**src/hdl/sjds_pkg.sv**
```systemverilog
// Shared constants, tables and types of the scan jump distance segmenter.
package sjds_pkg;

   // Scan and CORDIC sizing
   localparam int MAX_SCAN_SAMPLES = 4096;
   localparam int CORDIC_STAGES    = 16;
   localparam int ATAN_TABLE_LEN   = 24;

   localparam int INDEX_W   = $clog2(MAX_SCAN_SAMPLES);
   localparam int STEP_W    = $clog2(ATAN_TABLE_LEN);

   // Field widths
   localparam int RANGE_W    = 16;
   localparam int COUNT_W    = 13;
   localparam int OUT_IDX_W  = 12;
   localparam int ANGLE_W    = 32;
   localparam int ASTEP_W    = 31;
   localparam int JUMP_W     = 16;
   localparam int CSR_IDX_W  = 3;
   localparam int CSR_DATA_W = 32;

   // Datapath widths
   localparam int CW        = 34;               // CORDIC x, y, z
   localparam int MAG_W     = CW - 1;
   localparam int PROD_W    = MAG_W + RANGE_W;  // range times |cos| or |sin|
   localparam int FRAC_BITS = 30;
   localparam int PT_W      = 18;               // point coordinate, mm
   localparam int DIFF_W    = PT_W + 1;
   localparam int ABS_W     = PT_W;
   localparam int SQ_W      = 2 * ABS_W;
   localparam int SUM_W     = SQ_W + 1;
   localparam int THR_W     = 2 * JUMP_W;

   localparam logic signed [CW-1:0]  GAIN_Q30       = CW'(652032874);
   localparam logic [PROD_W-1:0]     ROUND_HALF     = PROD_W'(1) << (FRAC_BITS - 1);
   localparam logic [COUNT_W-1:0]    SIZE_MAX_COUNT = '1;
   localparam logic [INDEX_W-1:0]    INDEX_LAST     = INDEX_W'(MAX_SCAN_SAMPLES - 1);
   localparam logic [ANGLE_W-1:0]    QUARTER_TURN   = 32'h4000_0000;
   localparam logic [ANGLE_W-1:0]    HALF_TURN      = 32'h8000_0000;
   localparam logic [ANGLE_W-1:0]    THREE_QUARTER  = 32'hC000_0000;

   // Register indexes
   localparam logic [CSR_IDX_W-1:0] CSR_JUMP_DIST  = 3'd0;
   localparam logic [CSR_IDX_W-1:0] CSR_MIN_POINTS = 3'd1;
   localparam logic [CSR_IDX_W-1:0] CSR_FLOOR      = 3'd2;
   localparam logic [CSR_IDX_W-1:0] CSR_CEILING    = 3'd3;
   localparam logic [CSR_IDX_W-1:0] CSR_ANG_START  = 3'd4;
   localparam logic [CSR_IDX_W-1:0] CSR_ANG_STEP   = 3'd5;

   // Register reset values
   localparam logic [JUMP_W-1:0]  JUMP_RESET    = 16'd300;
   localparam logic [COUNT_W-1:0] MIN_RESET     = 13'd3;
   localparam logic [RANGE_W-1:0] FLOOR_RESET   = 16'd0;
   localparam logic [RANGE_W-1:0] CEILING_RESET = 16'hFFFF;
   localparam logic [ANGLE_W-1:0] ASTART_RESET  = 32'd0;
   localparam logic [ASTEP_W-1:0] ASTEP_RESET   = 31'd11930465;

   localparam logic [31:0] ATAN_TABLE [ATAN_TABLE_LEN] = '{
      32'h20000000, 32'h12E4051E, 32'h09FB385B, 32'h051111D4, 32'h028B0D43, 32'h0145D7E1,
      32'h00A2F61E, 32'h00517C55, 32'h0028BE53, 32'h00145F2F, 32'h000A2F98, 32'h000517CC,
      32'h00028BE6, 32'h000145F3, 32'h0000A2FA, 32'h0000517D, 32'h000028BE, 32'h0000145F,
      32'h00000A30, 32'h00000518, 32'h0000028C, 32'h00000146, 32'h000000A3, 32'h00000051
   };

   typedef enum logic [3:0] {
      ST_IDLE,
      ST_ANGLE,
      ST_PREP,
      ST_ROTATE,
      ST_MAG,
      ST_SCALE,
      ST_ROUND,
      ST_DIFF,
      ST_SQUARE,
      ST_UPDATE,
      ST_CLOSE,
      ST_EMIT_A,
      ST_EMIT_B
   } state_type;

   typedef struct packed {
      logic [INDEX_W-1:0] first;
      logic [INDEX_W-1:0] last;
      logic [COUNT_W-1:0] size;
   } cluster_type;

endpackage

```
**src/hdl/scan_jump_distance_segmenter_top.sv**
```systemverilog
// Scan jump distance segmenter: polar to xy by CORDIC, gap test, cluster reports.
// Work from acceptance to the close step: angle multiply, pre-rotation, 16 CORDIC iterations,
//   magnitude, 16 bit-serial range multiply steps, then round, difference, square, update.
// One item in work: a new request is taken only while idle, after the close step and any
//   report, which stalls while rsp_ready is low; a loaded result waits while the next item starts.
// Reset (synchronous, active high) restores register defaults, clears index and cluster.
module scan_jump_distance_segmenter_top (
   input  logic                               clock,
   input  logic                               reset,
   input  logic                               req_valid,
   output logic                               req_ready,
   input  logic [sjds_pkg::RANGE_W-1:0]       req_range_mm,
   input  logic                               req_end_of_scan,
   output logic                               rsp_valid,
   input  logic                               rsp_ready,
   output logic [sjds_pkg::OUT_IDX_W-1:0]     rsp_first_index,
   output logic [sjds_pkg::OUT_IDX_W-1:0]     rsp_last_index,
   output logic [sjds_pkg::COUNT_W-1:0]       rsp_point_count,
   output logic                               rsp_final_res,
   input  logic                               csr_valid,
   output logic                               csr_ready,
   input  logic [sjds_pkg::CSR_IDX_W-1:0]     csr_index,
   input  logic [sjds_pkg::CSR_DATA_W-1:0]    csr_data
);
   import sjds_pkg::*;

   // ---------------------------------------------------------------- state
   state_type state_ff, state_in;

   // configuration registers
   logic [JUMP_W-1:0]  jump_ff,    jump_in;
   logic [COUNT_W-1:0] min_ff,     min_in;
   logic [RANGE_W-1:0] floor_ff,   floor_in;
   logic [RANGE_W-1:0] ceil_ff,    ceil_in;
   logic [ANGLE_W-1:0] astart_ff,  astart_in;
   logic [ASTEP_W-1:0] astep_ff,   astep_in;

   // scan and cluster state
   logic [INDEX_W-1:0]     sample_index_ff, sample_index_in;
   logic                   have_point_ff,   have_point_in;
   logic signed [PT_W-1:0] prev_x_ff, prev_x_in;
   logic signed [PT_W-1:0] prev_y_ff, prev_y_in;
   cluster_type            cluster_ff, cluster_in;

   // item in work
   logic [RANGE_W-1:0]      range_ff, range_in;
   logic                    eos_ff, eos_in;
   logic [ANGLE_W-1:0]      angle_ff, angle_in;
   logic                    flip_ff, flip_in;
   logic [STEP_W-1:0]       step_ff, step_in;
   logic signed [CW-1:0]    x_ff, x_in;
   logic signed [CW-1:0]    y_ff, y_in;
   logic signed [CW-1:0]    z_ff, z_in;
   logic [MAG_W-1:0]        mag_x_ff, mag_x_in;
   logic [MAG_W-1:0]        mag_y_ff, mag_y_in;
   logic                    neg_x_ff, neg_x_in;
   logic                    neg_y_ff, neg_y_in;
   logic [RANGE_W-1:0]      range_sh_ff, range_sh_in;
   logic [PROD_W-1:0]       acc_x_ff, acc_x_in;
   logic [PROD_W-1:0]       acc_y_ff, acc_y_in;
   logic signed [PT_W-1:0]  pt_x_ff, pt_x_in;
   logic signed [PT_W-1:0]  pt_y_ff, pt_y_in;
   logic [ABS_W-1:0]        abs_x_ff, abs_x_in;
   logic [ABS_W-1:0]        abs_y_ff, abs_y_in;
   logic [SQ_W-1:0]         sq_x_ff, sq_x_in;
   logic [SQ_W-1:0]         sq_y_ff, sq_y_in;
   logic [THR_W-1:0]        thr_ff, thr_in;

   // pending reports: A from a jump, B from the end of a scan
   logic        a_flag_ff, a_flag_in;
   logic        b_flag_ff, b_flag_in;
   cluster_type rep_a_ff, rep_a_in;
   cluster_type rep_b_ff, rep_b_in;

   // result register
   logic                 rsp_valid_ff, rsp_valid_in;
   logic [OUT_IDX_W-1:0] rsp_first_ff, rsp_first_in;
   logic [OUT_IDX_W-1:0] rsp_last_ff,  rsp_last_in;
   logic [COUNT_W-1:0]   rsp_count_ff, rsp_count_in;
   logic                 rsp_final_ff, rsp_final_in;

   // ---------------------------------------------------------------- helpers
   logic                         in_window;
   logic                         slot_free;
   logic                         load_a;
   logic                         load_b;
   logic                         close_report;
   logic [INDEX_W+ASTEP_W-1:0]   angle_prod;
   logic [ANGLE_W-1:0]           angle_turned;
   logic signed [CW-1:0]         atan_step;
   logic signed [CW-1:0]         x_shr;
   logic signed [CW-1:0]         y_shr;
   logic [PROD_W-1:0]            rnd_x;
   logic [PROD_W-1:0]            rnd_y;
   logic [PT_W-1:0]              r_x;
   logic [PT_W-1:0]              r_y;
   logic signed [DIFF_W-1:0]     dif_x;
   logic signed [DIFF_W-1:0]     dif_y;
   logic [DIFF_W-1:0]            mag_dif_x;
   logic [DIFF_W-1:0]            mag_dif_y;
   logic [SUM_W-1:0]             dist_sq;
   logic                         jump_seen;

   assign in_window    = (req_range_mm >= floor_ff) && (req_range_mm <= ceil_ff);
   assign close_report = eos_ff && have_point_ff && (cluster_ff.size >= min_ff);

   assign angle_prod   = sample_index_ff * astep_ff;
   // angles in the left half plane get a half turn, results negated later
   assign angle_turned = angle_ff ^ HALF_TURN;

   assign atan_step = signed'(CW'(ATAN_TABLE[step_ff]));
   assign x_shr     = x_ff >>> step_ff;
   assign y_shr     = y_ff >>> step_ff;

   // round to nearest, ties away from zero, on the magnitude
   assign rnd_x = acc_x_ff + ROUND_HALF;
   assign rnd_y = acc_y_ff + ROUND_HALF;
   assign r_x   = rnd_x[FRAC_BITS +: PT_W];
   assign r_y   = rnd_y[FRAC_BITS +: PT_W];

   assign dif_x     = DIFF_W'(pt_x_ff) - DIFF_W'(prev_x_ff);
   assign dif_y     = DIFF_W'(pt_y_ff) - DIFF_W'(prev_y_ff);
   assign mag_dif_x = dif_x[DIFF_W-1] ? DIFF_W'(-dif_x) : DIFF_W'(dif_x);
   assign mag_dif_y = dif_y[DIFF_W-1] ? DIFF_W'(-dif_y) : DIFF_W'(dif_y);

   assign dist_sq   = SUM_W'(sq_x_ff) + SUM_W'(sq_y_ff);
   assign jump_seen = have_point_ff && (dist_sq > SUM_W'(thr_ff));

   // ---------------------------------------------------------------- next state
   always_comb begin
      state_in = state_ff;
      case (state_ff)
         ST_IDLE: begin
            if (req_valid) begin
               state_in = in_window ? ST_ANGLE : ST_CLOSE;
            end
         end
         ST_ANGLE:  state_in = ST_PREP;
         ST_PREP:   state_in = ST_ROTATE;
         ST_ROTATE: begin
            if (step_ff == STEP_W'(CORDIC_STAGES - 1)) begin
               state_in = ST_MAG;
            end
         end
         ST_MAG:    state_in = ST_SCALE;
         ST_SCALE: begin
            if (step_ff == STEP_W'(RANGE_W - 1)) begin
               state_in = ST_ROUND;
            end
         end
         ST_ROUND:  state_in = ST_DIFF;
         ST_DIFF:   state_in = ST_SQUARE;
         ST_SQUARE: state_in = ST_UPDATE;
         ST_UPDATE: state_in = ST_CLOSE;
         ST_CLOSE: begin
            if (a_flag_ff) begin
               state_in = ST_EMIT_A;
            end else if (close_report) begin
               state_in = ST_EMIT_B;
            end else begin
               state_in = ST_IDLE;
            end
         end
         ST_EMIT_A: begin
            if (slot_free) begin
               state_in = b_flag_ff ? ST_EMIT_B : ST_IDLE;
            end
         end
         ST_EMIT_B: begin
            if (slot_free) begin
               state_in = ST_IDLE;
            end
         end
         default:   state_in = ST_IDLE;
      endcase
   end

   // ---------------------------------------------------------------- outputs of the FSM
   always_comb begin
      slot_free = !rsp_valid_ff || rsp_ready;
      req_ready = (state_ff == ST_IDLE);
      load_a    = (state_ff == ST_EMIT_A) && slot_free;
      load_b    = (state_ff == ST_EMIT_B) && slot_free;
   end

   assign csr_ready = 1'b1;

   // ---------------------------------------------------------------- datapath
   always_comb begin
      jump_in         = jump_ff;
      min_in          = min_ff;
      floor_in        = floor_ff;
      ceil_in         = ceil_ff;
      astart_in       = astart_ff;
      astep_in        = astep_ff;
      sample_index_in = sample_index_ff;
      have_point_in   = have_point_ff;
      prev_x_in       = prev_x_ff;
      prev_y_in       = prev_y_ff;
      cluster_in      = cluster_ff;
      range_in        = range_ff;
      eos_in          = eos_ff;
      angle_in        = angle_ff;
      flip_in         = flip_ff;
      step_in         = step_ff;
      x_in            = x_ff;
      y_in            = y_ff;
      z_in            = z_ff;
      mag_x_in        = mag_x_ff;
      mag_y_in        = mag_y_ff;
      neg_x_in        = neg_x_ff;
      neg_y_in        = neg_y_ff;
      range_sh_in     = range_sh_ff;
      acc_x_in        = acc_x_ff;
      acc_y_in        = acc_y_ff;
      pt_x_in         = pt_x_ff;
      pt_y_in         = pt_y_ff;
      abs_x_in        = abs_x_ff;
      abs_y_in        = abs_y_ff;
      sq_x_in         = sq_x_ff;
      sq_y_in         = sq_y_ff;
      thr_in          = thr_ff;
      a_flag_in       = a_flag_ff;
      b_flag_in       = b_flag_ff;
      rep_a_in        = rep_a_ff;
      rep_b_in        = rep_b_ff;
      rsp_valid_in    = rsp_valid_ff;
      rsp_first_in    = rsp_first_ff;
      rsp_last_in     = rsp_last_ff;
      rsp_count_in    = rsp_count_ff;
      rsp_final_in    = rsp_final_ff;

      // register writes are to arrive only while idle; the block itself does not enforce this
      if (csr_valid) begin
         case (csr_index)
            CSR_JUMP_DIST:  jump_in   = csr_data[JUMP_W-1:0];
            CSR_MIN_POINTS: min_in    = csr_data[COUNT_W-1:0];
            CSR_FLOOR:      floor_in  = csr_data[RANGE_W-1:0];
            CSR_CEILING:    ceil_in   = csr_data[RANGE_W-1:0];
            CSR_ANG_START:  astart_in = csr_data[ANGLE_W-1:0];
            CSR_ANG_STEP:   astep_in  = csr_data[ASTEP_W-1:0];
            default: ;
         endcase
      end

      case (state_ff)
         ST_IDLE: begin
            if (req_valid) begin
               range_in  = req_range_mm;
               eos_in    = req_end_of_scan;
               a_flag_in = 1'b0;
            end
         end
         ST_ANGLE: begin
            angle_in = astart_ff + angle_prod[ANGLE_W-1:0];
         end
         ST_PREP: begin
            flip_in = (angle_ff > QUARTER_TURN) && (angle_ff < THREE_QUARTER);
            z_in    = flip_in ? CW'(signed'(angle_turned)) : CW'(signed'(angle_ff));
            x_in    = GAIN_Q30;
            y_in    = '0;
            step_in = '0;
         end
         ST_ROTATE: begin
            if (!z_ff[CW-1]) begin
               x_in = x_ff - y_shr;
               y_in = y_ff + x_shr;
               z_in = z_ff - atan_step;
            end else begin
               x_in = x_ff + y_shr;
               y_in = y_ff - x_shr;
               z_in = z_ff + atan_step;
            end
            step_in = step_ff + 1'b1;
         end
         ST_MAG: begin
            // the half turn flips the sign only; the magnitude is unchanged
            mag_x_in    = x_ff[CW-1] ? MAG_W'(-x_ff) : MAG_W'(x_ff);
            mag_y_in    = y_ff[CW-1] ? MAG_W'(-y_ff) : MAG_W'(y_ff);
            neg_x_in    = x_ff[CW-1] ^ flip_ff;
            neg_y_in    = y_ff[CW-1] ^ flip_ff;
            range_sh_in = range_ff;
            acc_x_in    = '0;
            acc_y_in    = '0;
            step_in     = '0;
         end
         ST_SCALE: begin
            // range bits MSB first, one per cycle
            acc_x_in    = (acc_x_ff << 1) + (range_sh_ff[RANGE_W-1] ? PROD_W'(mag_x_ff) : '0);
            acc_y_in    = (acc_y_ff << 1) + (range_sh_ff[RANGE_W-1] ? PROD_W'(mag_y_ff) : '0);
            range_sh_in = range_sh_ff << 1;
            step_in     = step_ff + 1'b1;
         end
         ST_ROUND: begin
            pt_x_in = neg_x_ff ? signed'(PT_W'(0) - r_x) : signed'(r_x);
            pt_y_in = neg_y_ff ? signed'(PT_W'(0) - r_y) : signed'(r_y);
         end
         ST_DIFF: begin
            abs_x_in = mag_dif_x[ABS_W-1:0];
            abs_y_in = mag_dif_y[ABS_W-1:0];
         end
         ST_SQUARE: begin
            sq_x_in = abs_x_ff * abs_x_ff;
            sq_y_in = abs_y_ff * abs_y_ff;
            thr_in  = jump_ff * jump_ff;
         end
         ST_UPDATE: begin
            if (jump_seen) begin
               rep_a_in         = cluster_ff;
               a_flag_in        = (cluster_ff.size >= min_ff);
               cluster_in.first = sample_index_ff;
               cluster_in.size  = COUNT_W'(1);
            end else if (have_point_ff) begin
               if (cluster_ff.size != SIZE_MAX_COUNT) begin
                  cluster_in.size = cluster_ff.size + 1'b1;
               end
            end else begin
               cluster_in.first = sample_index_ff;
               cluster_in.size  = COUNT_W'(1);
            end
            cluster_in.last = sample_index_ff;
            prev_x_in       = pt_x_ff;
            prev_y_in       = pt_y_ff;
            have_point_in   = 1'b1;
         end
         ST_CLOSE: begin
            b_flag_in = close_report;
            rep_b_in  = cluster_ff;
            if (eos_ff) begin
               have_point_in   = 1'b0;
               cluster_in      = '0;
               sample_index_in = '0;
            end else if (sample_index_ff != INDEX_LAST) begin
               sample_index_in = sample_index_ff + 1'b1;
            end
         end
         default: ;
      endcase

      // result register
      if (rsp_valid_ff && rsp_ready) begin
         rsp_valid_in = 1'b0;
      end
      if (load_a) begin
         rsp_valid_in = 1'b1;
         rsp_first_in = OUT_IDX_W'(rep_a_ff.first);
         rsp_last_in  = OUT_IDX_W'(rep_a_ff.last);
         rsp_count_in = rep_a_ff.size;
         rsp_final_in = !b_flag_ff;
      end else if (load_b) begin
         rsp_valid_in = 1'b1;
         rsp_first_in = OUT_IDX_W'(rep_b_ff.first);
         rsp_last_in  = OUT_IDX_W'(rep_b_ff.last);
         rsp_count_in = rep_b_ff.size;
         rsp_final_in = 1'b1;
      end
   end

   // ---------------------------------------------------------------- registers
   always_ff @(posedge clock) begin
      if (reset) begin
         state_ff        <= ST_IDLE;
         jump_ff         <= JUMP_RESET;
         min_ff          <= MIN_RESET;
         floor_ff        <= FLOOR_RESET;
         ceil_ff         <= CEILING_RESET;
         astart_ff       <= ASTART_RESET;
         astep_ff        <= ASTEP_RESET;
         sample_index_ff <= '0;
         have_point_ff   <= 1'b0;
         prev_x_ff       <= '0;
         prev_y_ff       <= '0;
         cluster_ff      <= '0;
         a_flag_ff       <= 1'b0;
         b_flag_ff       <= 1'b0;
         rsp_valid_ff    <= 1'b0;
      end else begin
         state_ff        <= state_in;
         jump_ff         <= jump_in;
         min_ff          <= min_in;
         floor_ff        <= floor_in;
         ceil_ff         <= ceil_in;
         astart_ff       <= astart_in;
         astep_ff        <= astep_in;
         sample_index_ff <= sample_index_in;
         have_point_ff   <= have_point_in;
         prev_x_ff       <= prev_x_in;
         prev_y_ff       <= prev_y_in;
         cluster_ff      <= cluster_in;
         a_flag_ff       <= a_flag_in;
         b_flag_ff       <= b_flag_in;
         rsp_valid_ff    <= rsp_valid_in;
      end
   end

   // payload, no reset
   always_ff @(posedge clock) begin
      range_ff     <= range_in;
      eos_ff       <= eos_in;
      angle_ff     <= angle_in;
      flip_ff      <= flip_in;
      step_ff      <= step_in;
      x_ff         <= x_in;
      y_ff         <= y_in;
      z_ff         <= z_in;
      mag_x_ff     <= mag_x_in;
      mag_y_ff     <= mag_y_in;
      neg_x_ff     <= neg_x_in;
      neg_y_ff     <= neg_y_in;
      range_sh_ff  <= range_sh_in;
      acc_x_ff     <= acc_x_in;
      acc_y_ff     <= acc_y_in;
      pt_x_ff      <= pt_x_in;
      pt_y_ff      <= pt_y_in;
      abs_x_ff     <= abs_x_in;
      abs_y_ff     <= abs_y_in;
      sq_x_ff      <= sq_x_in;
      sq_y_ff      <= sq_y_in;
      thr_ff       <= thr_in;
      rep_a_ff     <= rep_a_in;
      rep_b_ff     <= rep_b_in;
      rsp_first_ff <= rsp_first_in;
      rsp_last_ff  <= rsp_last_in;
      rsp_count_ff <= rsp_count_in;
      rsp_final_ff <= rsp_final_in;
   end

   assign rsp_valid       = rsp_valid_ff;
   assign rsp_first_index = rsp_first_ff;
   assign rsp_last_index  = rsp_last_ff;
   assign rsp_point_count = rsp_count_ff;
   assign rsp_final_res   = rsp_final_ff;

   // ---------------------------------------------------------------- assertions
   a_rotate_bound: assert property (@(posedge clock) disable iff (reset)
      (state_ff == ST_ROTATE) |-> (step_ff < STEP_W'(CORDIC_STAGES)))
      else $error("CORDIC iteration count out of range");

   a_open_size: assert property (@(posedge clock) disable iff (reset)
      have_point_ff |-> (cluster_ff.size != '0))
      else $error("open cluster with zero points");

   a_index_order: assert property (@(posedge clock) disable iff (reset)
      have_point_ff |-> (cluster_ff.first <= cluster_ff.last))
      else $error("cluster first index beyond last index");

   a_accept_busy: assert property (@(posedge clock) disable iff (reset)
      (req_valid && req_ready) |=> (state_ff != ST_IDLE))
      else $error("accepted item did not start work");

endmodule
```
**config.mk**
```make
export PLATFORM = sky130hd
export DESIGN_NAME = scan_jump_distance_segmenter_top
export DESIGN_NICKNAME = d
export VERILOG_FILES = /design/src/hdl/sjds_pkg.sv /design/src/hdl/scan_jump_distance_segmenter_top.sv
export SDC_FILE = /design/constraint.sdc
export NUM_CORES = 2
export LEC_CHECK = 0
export BUFFER_PORTS_ARGS = -buffer_cell sky130_fd_sc_hd__clkbuf_2
export CAP_MARGIN = 20
export CELL_PAD_IN_SITES_DETAIL_PLACEMENT = 0
export CELL_PAD_IN_SITES_GLOBAL_PLACEMENT = 1
export CORE_UTILIZATION = 52
export CTS_CLUSTER_SIZE = 25
export DETAILED_ROUTE_END_ITERATION = 16
export GPL_TIMING_DRIVEN = 0
export PLACE_DENSITY = 0.91
export SYNTH_ARGS = -nofsm -noshare
export SYNTH_HDL_FRONTEND = slang
export SYNTH_SLANG_ARGS = --single-unit
```
**constraint.sdc**
```tcl
create_clock -name clock -period 11.9 [get_ports clock]
set_input_delay 0.595 -clock clock [delete_from_list [all_inputs] [get_ports clock]]
set_output_delay 0.595 -clock clock [all_outputs]
set_load 0.005 [all_outputs]
```
==> qor.yml <==
run_status: "completed"
cts.sinks: 839
powerDensity_nw_per_um2: 167
fmaxAchievable_mhz: 113
cts.repair.resized: 0
drive_gt1_share_pct: 6.02
cts_buffer_depth: 3
clkPwrFrac_pct: 19.4
cts_buffers: 95
end_kind: "flip-flop"
overflow: 0
clk_latency_ns: 0.78
instances_no_fill: 11800
port_buffers: 96
r2r-start: "step_ff[4]$_SDFFCE_PN0P_"
r2r_end: "z_ff[30]$_DFFE_PP_"
ctsHtreeMaxLevel: 3
drtIter0Drc: 5524
hp-start: "req_range_mm[0]"
cap_violations: 0
p_switching_uw: 7000
clk_pin_slew_worst_paths_ns: 0.07
drc: 0
finalHoldViolations: 0
swShare_pct: 44.1
fin_nets: 11100
initial_core_util_pct: 52.4
synth.avg_cell_area_sq_um: 9.47
setup-violations-final: 0
die_x_um: 413
grt_pass1_vias: 69600
critPathMaxFanout: 10
rows: 150
yosysTopAreaCell: "edfxtp_1"
p_int_uw: 8870
area.growth.synth_to_final_pct: 8.17
synth_cell_types: 113
core-area_sq_um: 167000
grt_first_pass_wirelength_um: 389000
synth-edff-count: 622
finalCritPeriodShare_pct: 74.6
root_buffer: "clkbuf_16"
crit_start: "step_ff[4]$_SDFFCE_PN0P_"
fin_crit_ns: 8.88
min_path_type: "in -> reg"
r2r_slack_ns: 3.02
via_per_inst: 5.75
finalPower_uw: 15900
dp_hpwl_um: 199000
cts_tree: "built"
die_h_um: 413
finalMaxSlewViolations: 0
async_flop_share_pct: 0
gr-usage-all-layers_pct: 29.4
worstMarginPinSlew_ns: 1.21
dp.cells: 11600
utilization_pct: 56.7
synth-main-ff-cell: "edfxtp_1"
vias: 67900
nFillCells: 14600
synth_top_cell_area_share_pct: 21.3
p_leak_uw: 0.0414
relSlewSlack_pct: 19.1
synth_area_leaders: "edfxtp_1 21%, fa_1 20%, ha_1 10%, inv_1 5.7%, nand2_1 5.0%"
syn_nets: 10900
drt-pass1-iter-count: 6
clock_skew_ns: 0.0875
boundaryPins: 98
synth-seq-area-share_pct: 26.2
ant_nets: 0
synth-seq-cells: 839
wl_per_cell_um: 21.1
syn_area_sq_um: 87700
cp.required_ns: 12.39
pwr-share-comb_pct: 55.9
seq_power_share_pct: 24.7
syn_inst: 9262
cts_setup_buffers: 0
place_congestion: 0.981
dieArea_sq_um: 170000
rsz0062_at_grt: "no"
arrival_ns: 9.37
max-vdd-ir-drop_v: 0.000204
antenna_found_initial: 20
cp-start-kind: "flip-flop"
grt_max_degree: 38
reg2reg_depth: 24
crit_path_end: "z_ff[30]$_DFFE_PP_"
synth_warnings: 0
crit_type: "reg -> reg"
drt-total-wl_um: 248000
-- synth_stat cells (all sizes together) (46+ instances only) --
cell and count:
edfxtp 622, xor2 220, nand4 47, mux2i 69
ha 709, nand2 1174, a21o 166, nor2 524
mux2 70, and2 388, o21ai 289, buf 84
dfxtp 217, clkbuf 302, nor3 103, nand2b 85
xnor2 391, mux4 85, o21a 79, nor2b 82
a211oi 51, inv 1328, nand3 125, a31oi 46
nand3b 48, a21oi 507, fa 879
-- flip-flops by register name (all words and copies together) (netlist names), 31 cells and up --
signal and flops:
acc_x_ff 48, acc_y_ff 48, cluster_ff 37, rep_a_ff 37, rep_b_ff 37, sq_x_ff 35, sq_y_ff 35, x_ff 34
y_ff 34, z_ff 34, mag_x_ff 33, mag_y_ff 33, angle_ff 32, astart_ff 32, astep_ff 31, thr_ff 31
-- critical path: stages (launching register included) --
cell and delay, ns:
edfxtp_1 0.59, buf_2 0.33, buf_2 0.34, buf_2 0.38, buf_2 0.36, buf_2 0.36
buf_2 0.37, buf_1 0.57, o211ai_1 0.19, a31oi_1 0.58, ha_1 0.31, nor4b_1 0.71
a21oi_2 0.36, xnor2_1 0.24, ha_1 0.29, a2111o_1 0.46, a211oi_1 0.30, o31ai_1 0.14
a41oi_1 0.28, a21oi_1 0.20, a221o_1 0.39, or4_1 0.43, a31oi_1 0.21, xor2_1 0.15
o21ai_0 0.09
-- through the flow --
stage / setup slack [ns] / cell area [sq um] / TNS, ns / hold WS, ns
6_report: 3.02 / 94900 / 0 / 0.0549
5_1_grt: 2.78 / 94900 / 0 / 0.0289
4_1_cts: 3.33 / 94800 / 0 / 0.00313
3_5_place_dp: 3.32 / 91500 / 0 / 0.446
3_3_place_gp: -1.92 / 91000 / -132.88 / 0.433
2_1_floorplan: 3.04 / 87700 / 0 / 0.425
-- power groups by stage --
stage | sequential, uW | combinational [uW] | clock (uW)
CTS | 3910 | 8730 | 3130
detailed placement | 3970 | 8660 | 0
global route | 3940 | 9650 | 3230
global placement | 4060 | 8430 | 0
finish | 3920 | 8870 | 3080
floorplan | 3900 | 6370 | 0
-- worst min-delay path by stage --
| stage | endpoint | slack (ns) | cells past startpoint |
|---|---|---|---|
| after floorplan | rep_a_ff[13]$_DFFE_PP_ | 0.43 | 0 |
| after global placement | rep_b_ff[13]$_DFFE_PP_ | 0.43 | 0 |
| after detailed placement | rep_b_ff[21]$_DFFE_PP_ | 0.45 | 0 |
| after CTS | range_ff[0]$_DFFE_PP_ | 0.003 | 1 |
| after global routing | range_ff[0]$_DFFE_PP_ | 0.03 | 1 |
| final | range_ff[0]$_DFFE_PP_ | 0.05 | 1 |
-- placed cells by master, fill, tap and decap left out, drive strengths merged, types with 79 or more instances in the layout --
master	n
inv	1335
nand2	1174
fa	879
ha	709
edfxtp	622
nor2	524
clkbuf	518
a21oi	507
xnor2	391
and2	388
o21ai	289
xor2	220
dfxtp	217
a21o	166
nand3	125
buf	125
nor3	103
nand2b	85
mux4	85
nor2b	82
o21a	79
-- cell families (layout without fill, tap and decap cells) --
family | Yosys count | after routing | synth area share, %
other cells | 1 | 18 | 0.00428
mux | 224 | 224 | 3.92
fa+ha+maj | 1589 | 1589 | 30.2
xor+xnor | 611 | 611 | 6.10
flops | 839 | 839 | 26.2
compound gates | 1480 | 1480 | 10.7
buf+inv | 1715 | 2032 | 7.65
simple gates | 2803 | 2803 | 15.2
-- metal layers --
layer / GRT usage (%) / share of wire, %
met1: 37.2 / 40
met2: 49.3 / 48
met3: 3.97 / 6.8
met4: 14.8 / 5.6
met5: 0 / 0.010
-- area by class of cell --
class	count	area [sq um]	area share [%]
flip-flops and latches	839	23000	24.3
plain buffers	386	1720	1.81
diodes	17	42.5	0.0448
well taps	2204	2760	2.91
clock buffers	120	2560	2.70
clock inverters	59	722	0.761
inverters	1329	4990	5.26
multi-input cells	6708	58000	61.2
repair buffers	138	1020	1.07
-- what timing repair did --
item                                    in CTS  in global routing
endpoints found under the hold margin        1                  0
endpoints found under the setup margin       0                  0
hold buffers                                 1                  0
Power figures use the tool's default switching activity.
